[src/rtl/core/plcba_pkg.sv]
// shared constants and types of the probability label compositor
package plcba_pkg;

	localparam int VOXEL_COUNT = 65536;
	localparam int VOX_AW      = $clog2(VOXEL_COUNT);
	localparam int VOX_W       = 16;
	localparam int CH_W        = 8;
	localparam int NUM_CH      = 4;
	localparam int PROD_W      = 2 * CH_W;

	localparam logic [CH_W-1:0] CH_MAX = 8'd255;
	localparam logic [CH_W-1:0] ALPHA  = 8'd255;

	typedef struct packed {
		logic [NUM_CH-1:0][CH_W-1:0] color;      // [0]=r [1]=g [2]=b [3]=a
		logic [CH_W-1:0]             best_label;
		logic [CH_W-1:0]             best_prob;
	} entry_t;

	typedef logic [NUM_CH-1:0][PROD_W-1:0] prod_t;

endpackage

[src/rtl/core/plcba_blend.sv]
// per-channel scale, accumulate, saturate and best-label update
module plcba_blend import plcba_pkg::*; (
	input  prod_t           prod,
	input  entry_t          old_entry,
	input  logic            first,
	input  logic [CH_W-1:0] prob,
	input  logic [CH_W-1:0] label,
	output entry_t          new_entry
);

	logic [NUM_CH-1:0][CH_W-1:0] share;
	logic [NUM_CH-1:0][CH_W:0]   sum;

	always_comb begin
		for (int m = 0; m < NUM_CH; m++) begin
			// floor(x/255) for x up to 255*255, the largest product
			share[m] = CH_W'((PROD_W+1)'({1'b0, prod[m]} + (PROD_W+1)'(prod[m] >> CH_W)
				+ (PROD_W+1)'(1)) >> CH_W);
			sum[m] = {1'b0, share[m]} + (first ? '0 : {1'b0, old_entry.color[m]});
			new_entry.color[m] = sum[m][CH_W] ? CH_MAX : sum[m][CH_W-1:0];
		end
		if (first) begin
			new_entry.best_label = '0;
			new_entry.best_prob  = prob;
		end else if (prob > old_entry.best_prob) begin
			new_entry.best_label = label;
			new_entry.best_prob  = prob;
		end else begin
			new_entry.best_label = old_entry.best_label;
			new_entry.best_prob  = old_entry.best_prob;
		end
	end

endmodule

[config.mk]
export PLATFORM = sky130hd
export DESIGN_NAME = plcba_blend
export DESIGN_NICKNAME = d
export VERILOG_FILES = /design/src/rtl/core/plcba_pkg.sv /design/src/rtl/core/plcba_blend.sv
export SDC_FILE = /design/constraint.sdc
export NUM_CORES = 1
export LEC_CHECK = 0
export BUFFER_PORTS_ARGS = -buffer_cell sky130_fd_sc_hd__buf_2
export CAP_MARGIN = 20
export CORE_MARGIN = 2
export CORE_UTILIZATION = 45
export DETAILED_ROUTE_END_ITERATION = 16
export PLACE_DENSITY = 0.81
export SYNTH_ARGS = -nofsm -noshare
export SYNTH_HDL_FRONTEND = slang
export SYNTH_SLANG_ARGS = --single-unit
[constraint.sdc]
create_clock -name vclk -period 4
set_input_delay 0.4 -clock vclk [all_inputs]
set_output_delay 0.4 -clock vclk [all_outputs]
set_load 0.005 [all_outputs]
After elaboration in Yosys (flattened, before gate mapping) --
Cells that the tools add are included.
Storage, ports and cells: register bits 0, bits of input ports 129, output and inout bits 48, word-level logic and storage cells 23
Cells by class: add/subtract/negate cells 12, $lt $le $gt $ge 1, muxes and demuxes 10
Operators by type and width (count):
- adder 16 x 1 -> 16 bit, second input constant | 4
- adder 16 x 8 -> 16 bit | 4
- 2-to-1 mux 8 bit | 8
- 2-to-1 mux 16 bit | 2
- adder 8 x 8 -> 9 bit | 3
- adder 8 x 9 -> 9 bit | 1
- > comparator 8 bit | 1

Logic depth before layout (Yosys ltp) --
Gate-level depths: netlist of run 1.
word-level depth 4, depth in mapped cells 15

Least setup slack after synthesis of run 1 --
OpenSTA, ideal clock, no wires.
kind input to output, start point input prod[5] (netlist name), end point output new_entry[23] (netlist name), data arrival time 3118 ps, path slack 482 ps, stages on the path 14, cell sequence ha_1 > a211oi_1 > nor2_1 > a211o_1 > o21a_1 > buf_6 > xor2_1 > fa_1 > a21o_1 > a21oi_1 > o21bai_1 > a21oi_1 > and4_1 > o31ai_1
RTL lines:
- start: declaration | line plcba_blend.sv:3 | input prod_t prod,
- end: declaration | line plcba_blend.sv:8 | output entry_t new_entry

==> results of run 1 <==
kinds of logic after synthesis:
logic type,synth area share (%)
AND/OR/NAND/NOR,24.7
multiplexers,6.26
buffers and inverters,3.40
adder cells (fa/ha/maj),29.1
AO/OA/AOI/OAI,24.5
XOR/XNOR,12.1
where the power goes:
group / switching (mW) / leakage, nW / internal [mW] / total (mW)
Combinational: 0.333 / 2.28 / 0.318 / 0.651
Clock: 0 / 0 / 0 / 0
Sequential: 0 / 0 / 0 / 0
Total: 0.333 / 2.28 / 0.318 / 0.651
timing repair:
item / CTS / global route
endpoints found under the setup margin: 1 / 32
gates resized for setup: 1 / 14
cloned: 0 / 0
setup buffers: 0 / 1
pin swaps: 0 / 1
hold endpoints to repair: 0 / 0
stage by stage:
| stage | util (%) | setup WS [ns] | power (mW) | TNS (ns) | cell area, um2 |
|---|---|---|---|---|---|
| global route | 62.7 | 0.00926 | 0.725 | 0 | 4280 |
| finish | 62.7 | 0.185 | 0.651 | 0 | 4280 |
| CTS | 61.5 | 0.0506 | 0.636 | 0 | 4200 |
| detailed placement | 61.4 | -0.00581 | 0.631 | -0.00581 | 4190 |
| floorplan | - | 0.482 | 0.389 | 0 | 3200 |
| global placement | 61.4 | 0.153 | 0.608 | 0 | 4190 |
final cells by class:
type                            instances  area, um2
Multi-Input combinational cell        384       3170
Fill cell                             609       2550
Inverter                               22       82.6
Tap cell                               96        120
Timing Repair Buffer                  180        908
worst max-delay path, cell delays in order:
cell	delay, ns
buf_2	0.12
ha_1	0.30
a21oi_1	0.16
o221ai_1	0.14
a2111oi_1	0.43
nor2_1	0.08
ha_1	0.23
fa_1	0.40
a21o_1	0.20
a21oi_2	0.21
o21bai_1	0.08
a21oi_1	0.19
and4_1	0.22
o31ai_1	0.09
buf_2	0.14
final timing paths:
path / from / to / depth (start not counted)
min: old_entry[4] / new_entry[4] / 3
max: prod[43] / new_entry[39] / 15
cell usage in the layout (no fill, tap or decap), types with 3 or more instances in the layout:
cell       count
o31ai_1        6
mux2_4         8
inv_1         20
nor2b_1       33
and4_1         5
o2bb2ai_2      3
nor3_1         7
mux2i_1        8
xor2_1        12
fa_1           3
a211oi_1       5
o211ai_1       5
ha_1          68
buf_2        177
a21oi_2        9
nand3_1        7
nand2_1       47
nor2_1        25
o211a_2        4
a21oi_1       13
nand2b_1       8
and3_1         3
buf_4          3
a21oi_4        3
o21ai_1       15
nand4_1        6
a21o_1        10
o21ai_0        3
o21bai_1       8
xnor2_1       31
o21a_1         3
per-layer routing:
metal / global-route usage, % / wire length [um] / vias to the layer above / part of all wire [%]
met5: 0 / 0 / - / 0
met4: 2.62 / 82 / 0 / 0.89
met3: 2.43 / 632 / 10 / 6.9
met2: 45.7 / 4830 / 137 / 53
met1: 24.5 / 3650 / 1684 / 40
li1: - / - / 1843 / -
==> impl_metrics.yaml, run 1 <==
outcome:
  status: "complete, no violations"
final_layout:
  fin_cells: 682
  area_growth_pct: 34.0
  fin_nets: 789
  post_route_cells_drive_above_1_share_pct: 38.9
  n_clock_buffer: 0
  num_antenna_cells: 0
  seq_cells: 0
  ff_latch_area_um2: 0
timing:
  hold_viol_final: 0
  min_period_ns: 3.82
  setup_violations: 0
  rsz0062_at_grt: "false"
  slew_headroom_pct: 67.1
  final_max_slew_viol_count: 0
  worstMarginPinSlew_ns: 0.493
  fin_crit_sh_pct: 95.4
  holdWs_ns: 1.11
  max_freq_mhz: 262
cts:
  ctsHoldBuffers: 0
synth:
  synth_top_cells_by_count: "68 x ha_1, 47 x nand2_1, 33 x nor2b_1, 31 x xnor2_1, 25 x nor2_1"
  synth.yosys.warnings: 0
  synth_area_mm2: 0.00320
  yosys.area.top_type_share_pct: 26.6
  yosysSeqAreaShare_pct: 0
  ys_top_cells_by_area: "ha_1 27%, xnor2_1 8.5%, nor2b_1 6.5%"
  yosysTopAreaCell: "ha_1"
  yosysMostFrequentCell: "ha_1"
  synth_fp_nets: 612
  synth_cell_types: 52
  synthCells: 411
  syn_area_per_cell_um2: 7.78
critical_path:
  end_kind: "output port"
  cp.required_ns: 3.60
  crit_type: "in -> out"
  cp_max_fo: 4
  crit_path_start_kind: "input port"
  critical_path_arrival_ns: 3.42
route:
  drc: 0
  postRouteAntennaNets: 0
  drtIter0Drc: 66
  vias_per_cell: 5.39
  dr.pass1.iters: 4
  routed_wl_um: 9200
  wl_per_cell_um: 13.5
  via_count: 3674
pwr:
  ir_worst_vdd_v: 0.0000911
  power_leakage_nw: 2.28
  power_density_mw_per_mm2: 152
grt:
  overflow: 0
  grt_pass1_vias: 3484
  antenna_found_initial: 0
  grt_start_max_net_pins: 25
  grt_pass1_wl_um: 14500
  grt_usage_pct: 22.2
die:
  die_y_um: 88.3
  die-area_mm2: 0.00780
  start_util_pct: 46.8
  core_mm2: 0.00683
  boundaryPins: 177
  die_w_um: 88.3
  rows: 30
placement:
  port-buffer-count: 177
  dp_cells: 681
  dpl.hpwl_um: 8170
  place.gp.congestion: 0.867
run:
  drv_cap: 0
worst_hold_path:
  min_path_type: "in -> out"
Note: power is estimated with default switching activity, not from simulation.
==> run 2, diff against run 1 <==
--- a/config.mk
+++ b/config.mk
@@ -8,8 +8,10 @@
 export BUFFER_PORTS_ARGS = -buffer_cell sky130_fd_sc_hd__buf_2
 export CAP_MARGIN = 20
+export CELL_PAD_IN_SITES_DETAIL_PLACEMENT = 0
+export CELL_PAD_IN_SITES_GLOBAL_PLACEMENT = 2
 export CORE_MARGIN = 2
-export CORE_UTILIZATION = 45
+export CORE_UTILIZATION = 25
 export DETAILED_ROUTE_END_ITERATION = 16
-export PLACE_DENSITY = 0.81
+export PLACE_DENSITY_LB_ADDON = 0.1
 export SYNTH_ARGS = -nofsm -noshare
 export SYNTH_HDL_FRONTEND = slang
==> constraint.sdc (replaced) <==
create_clock -name vclk -period 4
set_input_delay 0.4 -clock vclk [all_inputs]
set_output_delay 0.4 -clock vclk [all_outputs]
set_load 0.01 [all_outputs]
==> run 2 against run 1 <==
Combinational power is 5.2% higher; core utilization is 28 points lower; count of clock-buffer cells in the layout stayed put; critical path type unchanged; critical endpoint is now new_entry[23].
==> impl_metrics.yaml, run 2 (synthesized netlist as in run 1, its figures left out) <==
outcome:
  status: "complete, no violations"
route:
  wl_per_cell_um: 12.5
  drc: 0
  routed_wl_um: 9510
  postRouteAntennaNets: 0
  drtIter0Drc: 85
  via_count: 3481
  dr.pass1.iters: 4
  vias_per_cell: 4.57
timing:
  fin_tns_setup_ns: 0
  max_freq_mhz: 266
  slew_headroom_pct: 68.0
  hold_viol_final: 0
  setup_ws_ns: 0.245
  setup_violations: 0
  holdWs_ns: 1.13
  final_max_slew_viol_count: 0
  min_period_ns: 3.75
  worstMarginPinSlew_ns: 0.480
  fin_crit_sh_pct: 93.9
  rsz0062_at_grt: "false"
grt:
  overflow: 0
  grt_pass1_vias: 3368
  grt_pass1_wl_um: 14800
  grt_usage_pct: 13.1
  grt_start_max_net_pins: 18
  antenna_found_initial: 0
critical_path:
  critical_path_arrival_ns: 3.35
  path_buf_inv: 2
  crit_family: "compound AO/OA/AOI/OAI gates"
  crit_type: "in -> out"
  crit_path_start_kind: "input port"
  crit_path_max_incr_delay_ns: 0.36
  end_kind: "output port"
  cp.required_ns: 3.60
  cp_num_cells: 16
  path_cells: "buf_2 > ha_1 > a211oi_2 > nor2_1 > a211o_1 > nor3_1 > nor2_1 > ha_1 > fa_2 > a21o_1 > a21oi_2 > o21bai_1 > a21oi_2 > and4_1 > o31ai_1 > buf_2"
  worstSetupStartpoint: "prod[13]"
  cp-endpoint: "new_entry[23]"
  cp_max_fo: 4
  cp_slowest_cell: "fa_2"
final_layout:
  n_clock_buffer: 0
  final_cell_area_mm2: 0.00440
  layout_common_cells: "177 x buf_2, 68 x ha_1, 47 x nand2_1"
  seq_cells: 0
  nFillCells: 1380
  num_antenna_cells: 0
  ff_latch_area_um2: 0
  layout_commonest_cell: "buf_2"
  fin_nets: 793
  area_growth_pct: 37.5
  post_route_cells_drive_above_1_share_pct: 39.8
pwr:
  power.total_uw: 685
  ir_worst_vdd_v: 0.0000714
  power_leakage_nw: 2.30
  power_density_mw_per_mm2: 156
cts:
  ctsHoldBuffers: 0
die:
  die-area_mm2: 0.0137
  boundaryPins: 177
  die_y_um: 117
  start_util_pct: 25.4
  rows: 41
  die_w_um: 117
  core_mm2: 0.0126
placement:
  dpl.hpwl_um: 8650
  place.gp.congestion: 0.786
  post-place-ws_ns: -0.0423
  placed_cell_area_mm2: 0.00432
  port-buffer-count: 177
worst_hold_path:
  hold_start: "old_entry[15]"
  min_path_type: "in -> out"
  hold_depth: 4
run:
  drv_cap: 0
run 2: repair_timing:
item / 4_1_cts / 5_1_grt
setup endpoints to repair: 4 / 31
pin swaps: 0 / 2
hold endpoints to repair: 0 / 0
gates resized for setup: 1 / 15
setup buffers: 0 / 1
run 2: report_power, final:
part / internal (mW) / switching [mW] / total [mW] / leakage, nW
logic: 0.321 / 0.363 / 0.685 / 2.30
registers: 0 / 0 / 0 / 0
clock network: 0 / 0 / 0 / 0
total: 0.321 / 0.363 / 0.685 / 2.30
run 2: cell type report:
cell class / count / area, um2 / share of cell area, %
tap: 172 / 215 / 4.89
timing repair buffer: 184 / 938 / 21.3
multi-input combinational: 384 / 3160 / 71.9
inverter: 22 / 82.6 / 1.88
run 2: how the worst min path moves through the flow:
stage	endpoint	slack (ns)
3_5_place_dp	new_entry[9]	1.13
6_report	new_entry[15]	1.13
2_1_floorplan	new_entry[0]	0.93
3_3_place_gp	new_entry[15]	1.13
4_1_cts	new_entry[15]	1.13
5_1_grt	new_entry[6]	1.15
run 2: through the flow:
step,utilization [%],instances
after detailed placement,34.4,761
after CTS,34.4,761
after global placement,34.4,761
final,35.0,762
after global routing,35.0,762
after floorplan,-,411
run 2: metal layers:
layer	GRT usage [%]	wire length, um	up-vias
li1	-	-	1846
met1	17.5	4560	1533
met2	24.2	4390	102
met3	1.24	567	0
met4	0	0	0
met5	0	0	-
==> run 3, diff against run 2 <==
BUFFER_PORTS_ARGS = -buffer_cell sky130_fd_sc_hd__clkbuf_2   (was -buffer_cell sky130_fd_sc_hd__buf_2)
MAX_ROUTING_LAYER = met4   (was default)
==> run 3 against run 2 <==
Hold slack worse by 0.024 ns; combinational power about the same; cell area about the same; core utilization about the same; global-route usage up 0.42 points; total power up 0.46%; die area unchanged; via count up 0.95%; final cell count down 0.26%; first-iteration DRC count down 28%; sequential cell count unchanged; largest cell class unchanged.
==> impl_metrics.yaml, run 3 (synthesized netlist as in run 1, its figures left out) <==
outcome:
  status: "complete, no violations"
timing:
  worstMarginPinSlew_ns: 0.473
  final_max_slew_viol_count: 0
  min_period_ns: 3.81
  setup_violations: 0
  setup_ws_ns: 0.188
  hold_viol_final: 0
  rsz0062_at_grt: "false"
  slew_headroom_pct: 68.4
  fin_crit_sh_pct: 95.3
  max_freq_mhz: 262
die:
  die_w_um: 117
  boundaryPins: 177
  die-area_mm2: 0.0137
  core_mm2: 0.0126
  die_y_um: 117
  start_util_pct: 25.4
  rows: 41
worst_hold_path:
  min_path_type: "in -> out"
  hold_depth: 4
  min_to: "new_entry[12]"
  hold_start: "old_entry[12]"
critical_path:
  end_kind: "output port"
  crit_path_start_kind: "input port"
  path_buf_inv: 2
  cp.required_ns: 3.60
  path_cells: "clkbuf_2 > ha_1 > a211oi_1 > nor2_1 > a211o_1 > o21a_1 > xor2_2 > ha_1 > a21o_1 > a21oi_2 > o21ai_1 > o211a_2 > and4_1 > o31ai_1 > clkbuf_2"
  critical_path_arrival_ns: 3.41
  crit_family: "compound AO/OA/AOI/OAI gates"
  crit_type: "in -> out"
  cp_slowest_cell: "ha_1"
  crit_path_max_incr_delay_ns: 0.31
  cp_max_fo: 5
final_layout:
  layout_common_cells: "177 x clkbuf_2, 68 x ha_1, 47 x nand2_1"
  layout_commonest_cell: "clkbuf_2"
  fin_cells: 760
  area_growth_pct: 37.6
  seq_cells: 0
  n_clock_buffer: 0
  fin_nets: 791
  num_antenna_cells: 0
  post_route_cells_drive_above_1_share_pct: 39.6
  ff_latch_area_um2: 0
placement:
  post-place-ws_ns: -0.00543
  dp_cells: 759
  dpl.hpwl_um: 8620
  place.gp.congestion: 0.817
  port-buffer-count: 177
cts:
  ctsHoldBuffers: 0
grt:
  grt_usage_pct: 13.5
  overflow: 0
  antenna_found_initial: 0
  grt_pass1_wl_um: 15000
  grt_pass1_vias: 3359
  grt_start_max_net_pins: 19
pwr:
  ir_worst_vdd_v: 0.0000775
  power_density_mw_per_mm2: 156
  power_leakage_nw: 2.34
  power.total_uw: 688
route:
  drc: 0
  vias_per_cell: 4.62
  postRouteAntennaNets: 0
  wl_per_cell_um: 12.5
  routed_wl_um: 9470
  via_count: 3514
  drtIter0Drc: 61
  dr.pass1.iters: 4
run:
  drv_cap: 0
run 3: cell count changes in the layout (fill, tap and decap cells not counted), sizes merged:
| cell | delta |
|---|---|
| buf | -179 |
| clkbuf | +177 |
run 3: worst max path at each step:
stage          startpoint       endpoint  cells past startpoint
3_5_place_dp     prod[58]  new_entry[45]                     14
5_1_grt          prod[60]  new_entry[47]                     15
2_1_floorplan     prod[5]  new_entry[21]                     14
3_3_place_gp     prod[58]  new_entry[45]                     14
6_report         prod[13]  new_entry[23]                     15
4_1_cts          prod[13]  new_entry[21]                     15
run 3: final cells by class:
cell class                      count  area [um2]
Timing Repair Buffer              182         923
Tap cell                          172         215
Inverter                           22        82.6
Multi-Input combinational cell    384        3180
Fill cell                        1369        8170
run 3: timing repair:
| action | 4_1_cts | 5_1_grt |
|---|---|---|
| pin swaps | 0 | 5 |
| endpoints found under the setup margin | 2 | 31 |
| gates cloned | 0 | 0 |
| gates resized for setup | 1 | 16 |
| setup buffers | 0 | 1 |
run 3: power by group:
group / switching [mW] / internal [mW]
Combinational: 0.368 / 0.320
Sequential: 0 / 0
Clock: 0 / 0
Total: 0.368 / 0.320
run 3: per-layer routing:
metal / GRT usage [%] / part of all wire, % / up-vias
met5: - / 0 / -
met4: 0 / 0 / 0
met3: 0.463 / 6.1 / 0
met2: 23.4 / 45 / 108
met1: 18.7 / 48 / 1557
li1: - / - / 1849
run 3: worst min-delay path, stage by stage:
cell      delay (ns)
clkbuf_2        0.08
nand2_1         0.05
mux2i_1         0.06
clkbuf_2        0.12
run 3: through the flow:
stage / hold slack (ns) / area, um2 / utilization [%] / TNS (ns)
final: 1.11 / 4400 / 35.0 / 0
after global routing: 1.13 / 4400 / 35.0 / 0
after CTS: 1.11 / 4310 / 34.3 / 0
after detailed placement: 1.11 / 4300 / 34.2 / -0.00543
after global placement: 1.10 / 4300 / 34.2 / -0.0107
after floorplan: 0.935 / 3200 / - / 0
